--- src/hw/rtl/ept_pkg.sv ---
// ----------------------------------------------------------------------------
// ept_pkg: shared types and constants of the edge-period tachometer
// Beat payload structs, arithmetic widths and the divider control structs.
// ----------------------------------------------------------------------------
`timescale 1ns / 1ps
`default_nettype none

package ept_pkg;

  localparam int TIME_W    = 32;
  localparam int PPR_W     = 8;
  localparam int DIVISOR_W = TIME_W + PPR_W;
  localparam int SPEED_W   = 34;

  // 60e6 microseconds per minute times 256 for the Q.8 fraction.
  localparam logic [SPEED_W-1:0] RPM_Q8_NUMERATOR = 34'd15360000000;

  // One quotient bit is produced per divider step.
  localparam int DIV_STEPS = SPEED_W;
  localparam int DIV_CNT_W = $clog2(DIV_STEPS + 1);

  localparam logic [PPR_W-1:0] PPR_RESET = 8'd1;

  typedef struct packed {
    logic              channel;
    logic [TIME_W-1:0] time_us;
  } ept_in_t;

  typedef struct packed {
    logic               out_channel;
    logic [SPEED_W-1:0] speed_rpm_q8;
  } ept_out_t;

  typedef struct packed {
    logic                 start;
    logic [DIVISOR_W-1:0] divisor;
  } ept_div_ctrl_t;

  typedef struct packed {
    logic busy;
    logic done;
  } ept_div_stat_t;

endpackage

`default_nettype wire

--- src/hw/rtl/ept_divider.sv ---
// ----------------------------------------------------------------------------
// ept_divider: restoring divider for the tachometer speed
// Divides the fixed RPM numerator by a 40-bit divisor, one quotient bit per
// cycle through a single shared subtract-and-compare unit.
// ----------------------------------------------------------------------------
`timescale 1ns / 1ps
`default_nettype none

module ept_divider
  import ept_pkg::*;
(
  input  wire logic               clk,
  input  wire logic               rst_n,
  input  wire ept_div_ctrl_t      ctrl,
  output ept_div_stat_t           stat,
  output logic [SPEED_W-1:0]      quotient
);

  logic [DIVISOR_W-1:0] div_r;
  logic [DIVISOR_W-1:0] rem_r, rem_nxt;
  logic [SPEED_W-1:0]   quo_r, quo_nxt;
  logic [DIV_CNT_W-1:0] cnt_r;
  logic                 busy_r;
  logic                 done_r;

  logic [DIVISOR_W:0]   trial;
  logic [DIVISOR_W:0]   diff;
  logic                 fits;

  // The quotient register starts out holding the numerator and shifts its
  // bits into the remainder while quotient bits shift in from the bottom.
  always_comb begin
    trial   = {rem_r, quo_r[SPEED_W-1]};
    diff    = trial - {1'b0, div_r};
    fits    = (trial >= {1'b0, div_r});
    rem_nxt = fits ? diff[DIVISOR_W-1:0] : trial[DIVISOR_W-1:0];
    quo_nxt = {quo_r[SPEED_W-2:0], fits};
  end

  always_ff @(posedge clk) begin
    if (!rst_n) begin
      busy_r <= 1'b0;
      done_r <= 1'b0;
      cnt_r  <= '0;
    end else begin
      done_r <= 1'b0;
      if (ctrl.start) begin
        busy_r <= 1'b1;
        cnt_r  <= DIV_CNT_W'(DIV_STEPS);
      end else if (busy_r) begin
        cnt_r <= cnt_r - DIV_CNT_W'(1);
        if (cnt_r == DIV_CNT_W'(1)) begin
          busy_r <= 1'b0;
          done_r <= 1'b1;
        end
      end
    end
  end

  always_ff @(posedge clk) begin
    if (ctrl.start) begin
      div_r <= ctrl.divisor;
      rem_r <= '0;
      quo_r <= RPM_Q8_NUMERATOR;
    end else if (busy_r) begin
      rem_r <= rem_nxt;
      quo_r <= quo_nxt;
    end
  end

  assign stat.busy = busy_r;
  assign stat.done = done_r;
  assign quotient  = quo_r;

endmodule

`default_nettype wire

--- src/hw/rtl/edge_period_tachometer.sv ---
// ----------------------------------------------------------------------------
// edge_period_tachometer: wheel speed from the period between sensor edges
// Keeps the last edge stamp per channel and turns each new period into RPM.
// ----------------------------------------------------------------------------
// Usage:
// Each input beat on in_data carries a wheel channel and the microsecond
// stamp of one sensor edge. The block measures the period since the last
// edge of that channel (zero when the stamp did not advance, which covers
// timer wrap and repeated stamps) and always records the new stamp.
// A nonzero period yields one output beat with the channel and the speed
// floor(15360000000 / (period * pulses_per_rev)), RPM in unsigned Q.8.
// A zero period, or a channel at or above CHANNELS, yields no beat.
// An edge with a zero period is taken without starting the divider. An
// edge with a speed result passes from acceptance through S_MUL, which
// starts the divider with the 32x8 period product, S_DIV, which waits on
// the 34 steps of the restoring divider (one quotient bit per step) and on
// its done report, and S_OUT, which loads the output register. A new
// edge is taken only after the previous one has left S_OUT. in_stall is
// high while an edge is in progress. If the receiver stalls, the result
// holds in the output register; a finished quotient waits until that
// register is free. Reset clears both edge stamps to 0 and sets
// pulses_per_rev to 1; a write of 0 to pulses_per_rev is treated as 1.
// cfg_we writes the register at once; the user must use it only while no
// edge is in progress, and the block itself does not enforce this.
// ----------------------------------------------------------------------------
`timescale 1ns / 1ps
`default_nettype none

module edge_period_tachometer
  import ept_pkg::*;
#(
  parameter int CHANNELS = 2
) (
  input  wire logic             clk,
  input  wire logic             rst_n,
  // Edge events.
  input  wire logic             in_valid,
  output logic                  in_stall,
  input  wire ept_in_t          in_data,
  // Speed results.
  output logic                  out_valid,
  input  wire logic             out_stall,
  output ept_out_t              out_data,
  // Configuration: pulses per revolution.
  input  wire logic             cfg_we,
  input  wire logic [PPR_W-1:0] cfg_wdata
);

  typedef enum logic [3:0] {
    S_IDLE = 4'b0001,
    S_MUL  = 4'b0010,
    S_DIV  = 4'b0100,
    S_OUT  = 4'b1000
  } state_t;

  state_t state_r, state_nxt;

  logic [TIME_W-1:0] last_r [CHANNELS];
  logic [PPR_W-1:0]  ppr_r;
  logic [TIME_W-1:0] period_r;
  logic              chan_r;

  logic              out_valid_r, out_valid_nxt;
  ept_out_t          out_data_r;

  logic              in_accept;
  logic              ch_ok;
  logic [TIME_W-1:0] last_sel;
  logic [TIME_W-1:0] period;
  logic [PPR_W-1:0]  ppr_eff;
  logic              out_load;

  ept_div_ctrl_t     div_ctrl;
  ept_div_stat_t     div_stat;
  logic [SPEED_W-1:0] quotient;

  assign in_stall  = (state_r != S_IDLE);
  assign in_accept = in_valid && !in_stall;
  assign ch_ok     = (int'(in_data.channel) < CHANNELS);

  // Pick the stored stamp of the addressed channel.
  always_comb begin
    last_sel = '0;
    for (int i = 0; i < CHANNELS; i++) begin
      if (int'(in_data.channel) == i) begin
        last_sel = last_r[i];
      end
    end
  end

  // A stamp that did not advance gives a zero period and no result.
  assign period = (in_data.time_us > last_sel) ? (in_data.time_us - last_sel) : '0;

  assign ppr_eff = (ppr_r == '0) ? PPR_RESET : ppr_r;

  // The product is registered inside the divider when it starts.
  assign div_ctrl.start   = (state_r == S_MUL);
  assign div_ctrl.divisor = DIVISOR_W'(period_r) * DIVISOR_W'(ppr_eff);

  ept_divider u_divider (
    .clk      (clk),
    .rst_n    (rst_n),
    .ctrl     (div_ctrl),
    .stat     (div_stat),
    .quotient (quotient)
  );

  // The output register loads once it is empty or being drained.
  assign out_load = (state_r == S_OUT) && (!out_valid_r || !out_stall);

  always_comb begin
    state_nxt = state_r;
    case (state_r)
      S_IDLE: begin
        if (in_accept && ch_ok && (period != '0)) begin
          state_nxt = S_MUL;
        end
      end
      S_MUL: begin
        state_nxt = S_DIV;
      end
      S_DIV: begin
        if (div_stat.done) begin
          state_nxt = S_OUT;
        end
      end
      S_OUT: begin
        if (out_load) begin
          state_nxt = S_IDLE;
        end
      end
      default: begin
        state_nxt = S_IDLE;
      end
    endcase
  end

  always_comb begin
    if (out_load) begin
      out_valid_nxt = 1'b1;
    end else begin
      out_valid_nxt = out_valid_r && out_stall;
    end
  end

  always_ff @(posedge clk) begin
    if (!rst_n) begin
      state_r     <= S_IDLE;
      out_valid_r <= 1'b0;
      ppr_r       <= PPR_RESET;
      for (int i = 0; i < CHANNELS; i++) begin
        last_r[i] <= '0;
      end
    end else begin
      state_r     <= state_nxt;
      out_valid_r <= out_valid_nxt;
      if (cfg_we) begin
        ppr_r <= cfg_wdata;
      end
      // The stamp is recorded on every valid edge, even with a zero period.
      for (int i = 0; i < CHANNELS; i++) begin
        if (in_accept && ch_ok && (int'(in_data.channel) == i)) begin
          last_r[i] <= in_data.time_us;
        end
      end
    end
  end

  always_ff @(posedge clk) begin
    if (in_accept) begin
      period_r <= period;
      chan_r   <= in_data.channel;
    end
    if (out_load) begin
      out_data_r.out_channel  <= chan_r;
      out_data_r.speed_rpm_q8 <= quotient;
    end
  end

  assign out_valid = out_valid_r;
  assign out_data  = out_data_r;

  // The divider only runs while the sequencer waits on it.
  a_div_busy_in_div : assert property (@(posedge clk) disable iff (!rst_n)
    div_stat.busy |-> (state_r == S_DIV))
    else $error("divider busy outside of the divide state");

  // A finished division is only reported while the sequencer waits on it.
  a_div_done_in_div : assert property (@(posedge clk) disable iff (!rst_n)
    div_stat.done |-> (state_r == S_DIV))
    else $error("divider done outside of the divide state");

  // An edge with a nonzero period starts the product step next cycle.
  a_accept_starts : assert property (@(posedge clk) disable iff (!rst_n)
    (in_accept && ch_ok && (period != '0)) |=> (state_r == S_MUL))
    else $error("edge with a nonzero period did not start a measurement");

  // A loaded result shows as a valid output beat with the quotient.
  a_load_shows : assert property (@(posedge clk) disable iff (!rst_n)
    out_load |=> (out_valid && (out_data.speed_rpm_q8 == $past(quotient))))
    else $error("finished result not presented on the output");

endmodule

`default_nettype wire

--- config.mk ---
export PLATFORM = sky130hd
export DESIGN_NAME = edge_period_tachometer
export DESIGN_NICKNAME = d
export VERILOG_FILES = /design/src/hw/rtl/ept_pkg.sv /design/src/hw/rtl/ept_divider.sv /design/src/hw/rtl/edge_period_tachometer.sv
export SDC_FILE = /design/constraint.sdc
export NUM_CORES = 1
export LEC_CHECK = 0
export ABC_CLOCK_PERIOD_IN_PS = 6500
export BUFFER_PORTS_ARGS = -buffer_cell sky130_fd_sc_hd__clkbuf_2
export CAP_MARGIN = 20
export CORE_MARGIN = 1.5
export CORE_UTILIZATION = 43
export CTS_BUF_LIST = sky130_fd_sc_hd__clkbuf_8
export CTS_CLUSTER_DIAMETER = 100
export DETAILED_ROUTE_END_ITERATION = 10
export HOLD_SLACK_MARGIN = 0.08
export PLACE_DENSITY = 0.69
export SYNTH_ARGS = -nofsm -noshare
export SYNTH_HDL_FRONTEND = slang
export SYNTH_SLANG_ARGS = --single-unit
export TNS_END_PERCENT = 5
--- constraint.sdc ---
create_clock -name clk -period 6.5 [get_ports clk]
set_input_delay 0.325 -clock clk [delete_from_list [all_inputs] [get_ports clk]]
set_output_delay 0.325 -clock clk [all_outputs]
set_load 0.02 [all_outputs]
==> results_tabular.tex <==
\begin{tabular}{lr}
\hline
Metric & Value \\
\hline
\multicolumn{2}{l}{\textbf{Timing}} \\
\quad Final setup violation count & 0 \\
\quad Peak clock frequency supported by timing & 164 MHz \\
\quad Setup TNS & 0 ns \\
\quad Clock Skew & 0.0371 ns \\
\quad Min Clock Period, post-route & 6.09 ns \\
\quad Final Max Slew Viols & 0 \\
\quad Final period utilization & 93.7\% \\
\quad Actual slew at the worst max-slew pin & 0.905 ns \\
\quad Setup repair after global routing missed its margin & false \\
\quad Tightest slew margin relative to the limit & 39.6\% \\
\quad Final Hold Violating Endpoints & 0 \\
\multicolumn{2}{l}{\textbf{Layout}} \\
\quad Most frequent standard cell in the layout excluding fill and tap cells & sky130\_fd\_sc\_hd\_\_inv\_1 \\
\quad Leading cell types in the layout, fill and taps excluded & sky130\_fd\_sc\_hd\_\_inv\_1 (266), sky130\_fd\_sc\_hd\_\_and2\_1 (208), sky130\_fd\_sc\_hd\_\_fa\_1 (182) \\
\quad Nets@finish & 2681 \\
\quad Fraction of layout cells with a size suffix above 1 & 8.24\% \\
\quad Final std cell area, no fill & 0.0242 mm² \\
\quad Signed area change from the synthesized netlist to the final layout & 9.68\% \\
\multicolumn{2}{l}{\textbf{Die}} \\
\quad Cell Rows & 82 \\
\quad Area of the die & 0.0527 mm² \\
\quad Starting Density & 43.8\% \\
\quad Width of the die & 230 µm \\
\quad Top-Level Pins & 83 \\
\quad Floorplan core area & 0.0504 mm² \\
\quad DIE HEIGHT & 230 µm \\
\multicolumn{2}{l}{\textbf{Routing}} \\
\quad Number of vias after detailed routing & 16200 \\
\quad Total wire length after detailed routing & 48100 µm \\
\quad Vias per std cell & 5.35 \\
\quad Post-DR wirelength/cell & 15.9 µm \\
\quad First drt pass iteration count & 5 \\
\quad DRC marker count from the first detailed-route iteration & 1000 \\
\quad Remaining routing DRC violations & 0 \\
\quad Count of nets left with antenna violations after detail routing & 0 \\
\multicolumn{2}{l}{\textbf{Global route}} \\
\quad Overall routing resource usage & 18.3\% \\
\quad Via count of the first global-routing pass & 16800 \\
\quad Met3 GRT Util & 2.58\% \\
\quad Maximum number of pins on one net before global-route repair & 67 \\
\quad First-pass GRT wire length & 81300 µm \\
\quad Global route total overflow & 0 \\
\quad Met2 layer usage reported by global route & 30.7\% \\
\quad Met1 usage in global routing & 24.3\% \\
\quad Number of antenna violations at the first check in global routing & 1 \\
\quad GRT Max-Usage Layer & met2 \\
\multicolumn{2}{l}{\textbf{Min path}} \\
\quad Tightest Hold Check Type & in2reg \\
\quad Hold Crit Start & in\_data[29] \\
\multicolumn{2}{l}{\textbf{Worst setup path}} \\
\quad Cell type of the slowest stage on the worst timing path & sky130\_fd\_sc\_hd\_\_dfxtp\_1 \\
\quad Cells traversed along the worst timing path & and2\_1 -> fa\_1 -> fa\_1 -> fa\_1 -> inv\_1 -> fa\_1 -> inv\_1 -> ha\_1 -> and3\_1 -> nor2b\_1 -> a221oi\_1 -> o21ai\_0 -> a221o\_1 -> a21oi\_1 -> o21ai\_0 -> a311oi\_1 -> nor2\_1 -> o311ai\_0 \\
\quad Setup CP Type & reg2reg \\
\quad Arrival time of the worst setup path & 6.46 ns \\
\quad CP top delay family & adder cells \\
\quad Type of element launching the critical path & register \\
\quad Type of element capturing the critical path & register \\
\quad Critical Path Max Stage Delay & 0.78 ns \\
\quad Worst Path Max Fanout & 24 \\
\quad Crit-path most repeated cell & sky130\_fd\_sc\_hd\_\_fa\_1 \\
\quad Worst setup path start & ppr\_r[5] \\
\quad Reg-to-reg startpoint & ppr\_r[5] \\
\quad Buffering stage count on the worst path with inverters included & 2 \\
\quad Req. time, crit path & 6.87 ns \\
\multicolumn{2}{l}{\textbf{Logic synthesis}} \\
\quad Number of different library cells in the post-synthesis netlist & 79 \\
\quad Proportion of synthesized area in mux cells & 5.00\% \\
\quad Synth Area in Simple Gates & 17.1\% \\
\quad Synth Area in Compound Gates & 12.7\% \\
\quad Post-Synthesis Net Count & 2605 \\
\quad EDFF count, synth & 172 \\
\quad Syn Std Cell Area & 0.0221 mm² \\
\quad Adder and majority gate portion of the synthesized area & 24.1\% \\
\quad Fraction of synthesis flops using an asynchronous set or reset pin & 0\% \\
\quad Count of mapped cells out of synthesis & 2243 \\
\quad Most common flop cell mapped by yosys & sky130\_fd\_sc\_hd\_\_edfxtp\_1 \\
\quad Combinational family with the most area after synthesis & adder cells \\
\quad Number of storage elements in the synthesis netlist & 267 \\
\quad Yosys warns & 0 \\
\quad Part of the Yosys area used for sequential elements & 32.0\% \\
\quad Synth Area in XOR/XNOR & 3.25\% \\
\quad Synth Area per Inst & 9.84 µm² \\
\multicolumn{2}{l}{\textbf{CTS}} \\
\quad Number of clock buffers inserted by TritonCTS & 44 \\
\quad Sink count of the clock tree & 267 \\
\quad Clock latency of the later-clocked register in the worst-skew pair & 0.61 ns \\
\quad Clock-pin slew on the worst setup and hold paths & 0.06 ns \\
\quad Longest Clk Path Bufs & 3 \\
\quad Number of buffers added for setup after CTS & 0 \\
\quad TritonCTS clock tree & yes \\
\quad Clock root buffer & sky130\_fd\_sc\_hd\_\_clkbuf\_8 \\
\quad H-tree depth & 2 \\
\multicolumn{2}{l}{\textbf{Pwr}} \\
\quad Leak & 11.0 nW \\
\quad Combinational cell fraction of total power & 48.3\% \\
\quad Internal power & 0.00451 W \\
\quad Peak supply drop & 0.173 mV \\
\quad Switching share of total power & 40.1\% \\
\quad Power Density & 311 mW/mm² \\
\quad Switch Pwr & 0.00301 W \\
\quad Part of the power in registers & 32.0\% \\
\quad Clk network pwr share & 19.7\% \\
\multicolumn{2}{l}{\textbf{Placed design}} \\
\quad DP HPWL & 36500 µm \\
\quad Final weighted congestion of routability-driven global placement & 0.883 \\
\quad Total cell area at the placement stage & 0.0231 mm² \\
\quad Buffers on Ports & 82 \\
\multicolumn{2}{l}{\textbf{Job}} \\
\quad Max\_cap viols & 0 \\
\multicolumn{2}{l}{\textbf{Status}} \\
\quad Status & finished clean \\
\hline
\end{tabular}
[per-stage QoR]
stage	cells	total power (W)	hold slack, ns	utilization (%)	setup WS, ns
after floorplan	2243	0.00525	0.400	-	1.19
after global placement	2929	0.00591	0.420	45.9	0.451
after detailed placement	2929	0.00603	0.437	45.9	0.253
after CTS	3024	0.00756	0.0801	48.0	0.203
after global routing	3026	0.00818	0.103	48.1	0.0299
final	3026	0.00752	0.121	48.1	0.412
[state kept, by name (all words and copies together) (netlist names)]
register	count
last_r	64
u_divider.div_r	40
u_divider.rem_r	40
out_data	35
u_divider.quotient	34
period_r	32
ppr_r	8
u_divider.cnt_r	6
state_r	4
chan_r	1
out_valid	1
u_divider.busy_r	1
u_divider.done_r	1
[power by group through the flow]
| stage | clock (W) | combinational [W] | sequential [W] |
|---|---|---|---|
| final | 0.00148 | 0.00363 | 0.00241 |
| after global routing | 0.00160 | 0.00413 | 0.00244 |
| after CTS | 0.00153 | 0.00363 | 0.00240 |
| after detailed placement | 0 | 0.00359 | 0.00243 |
| after global placement | 0 | 0.00349 | 0.00242 |
| after floorplan | 0 | 0.00291 | 0.00234 |
[cells in the mapped netlist, types with 54 or more instances]
cell type	number	area (µm²)
sky130_fd_sc_hd__fa_1	182	3640
sky130_fd_sc_hd__clkbuf_1	75	282
sky130_fd_sc_hd__inv_1	251	942
sky130_fd_sc_hd__nand2_1	121	454
sky130_fd_sc_hd__nor2_1	124	465
sky130_fd_sc_hd__and2_1	209	1310
sky130_fd_sc_hd__ha_1	134	1680
sky130_fd_sc_hd__xnor2_1	54	473
sky130_fd_sc_hd__o21ai_0	85	425
sky130_fd_sc_hd__dfxtp_1	95	1900
sky130_fd_sc_hd__edfxtp_1	172	5160
sky130_fd_sc_hd__mux2i_1	104	1040
sky130_fd_sc_hd__a21oi_1	127	636
[worst register-to-register path, stage by stage, from the launching register on]
cell and delay, ns:
sky130_fd_sc_hd__dfxtp_1 0.78, sky130_fd_sc_hd__and2_1 0.26, sky130_fd_sc_hd__fa_1 0.44, sky130_fd_sc_hd__fa_1 0.52, sky130_fd_sc_hd__fa_1 0.54, sky130_fd_sc_hd__inv_1 0.05, sky130_fd_sc_hd__fa_1 0.53, sky130_fd_sc_hd__inv_1 0.04
sky130_fd_sc_hd__ha_1 0.37, sky130_fd_sc_hd__and3_1 0.23, sky130_fd_sc_hd__nor2b_1 0.14, sky130_fd_sc_hd__a221oi_1 0.34, sky130_fd_sc_hd__o21ai_0 0.16, sky130_fd_sc_hd__a221o_1 0.36, sky130_fd_sc_hd__a21oi_1 0.15, sky130_fd_sc_hd__o21ai_0 0.15
sky130_fd_sc_hd__a311oi_1 0.37, sky130_fd_sc_hd__nor2_1 0.12, sky130_fd_sc_hd__o311ai_0 0.34
[area by class of cell]
cell class / count / area [µm²]
inverters: 251 / 942
clock inverters: 32 / 230
repair buffers: 115 / 721
well taps: 672 / 841
multi-input cells: 1640 / 13700
flip-flops and latches: 267 / 7080
fillers: 4543 / 26200
clock buffers: 48 / 661
diodes: 1 / 2.50
[cell families after synthesis]
logic type | after synthesis
multiplexers | 109
AND/OR/NAND/NOR | 702
buffers and inverters | 336
AO/OA/AOI/OAI | 431
adder cells (fa/ha/maj) | 316
XOR/XNOR | 82
flip-flops | 267
[final timing paths]
| path | cells after the start | slack (ns) | end |
|---|---|---|---|
| setup / recovery | 18 | 0.41 | u_divider.div_r[38] |
| setup reg to reg | 18 | 0.41 | u_divider.div_r[38] |
| hold reg to reg | 0 | 0.44 | out_data[34] |
| hold / removal | 2 | 0.12 | last_r[0][61] |
[routing by layer]
layer	share of wire, %	routed length, µm
met1	46	22300
met2	47	22400
met3	4.1	1960
met4	2.9	1400
met5	0	0
[timing repair]
action	CTS	global route
setup endpoints to repair	0	4
gates resized for setup	0	4
hold endpoints to repair	19	0
hold buffers	15	0
Power figures use the tool's default switching activity.
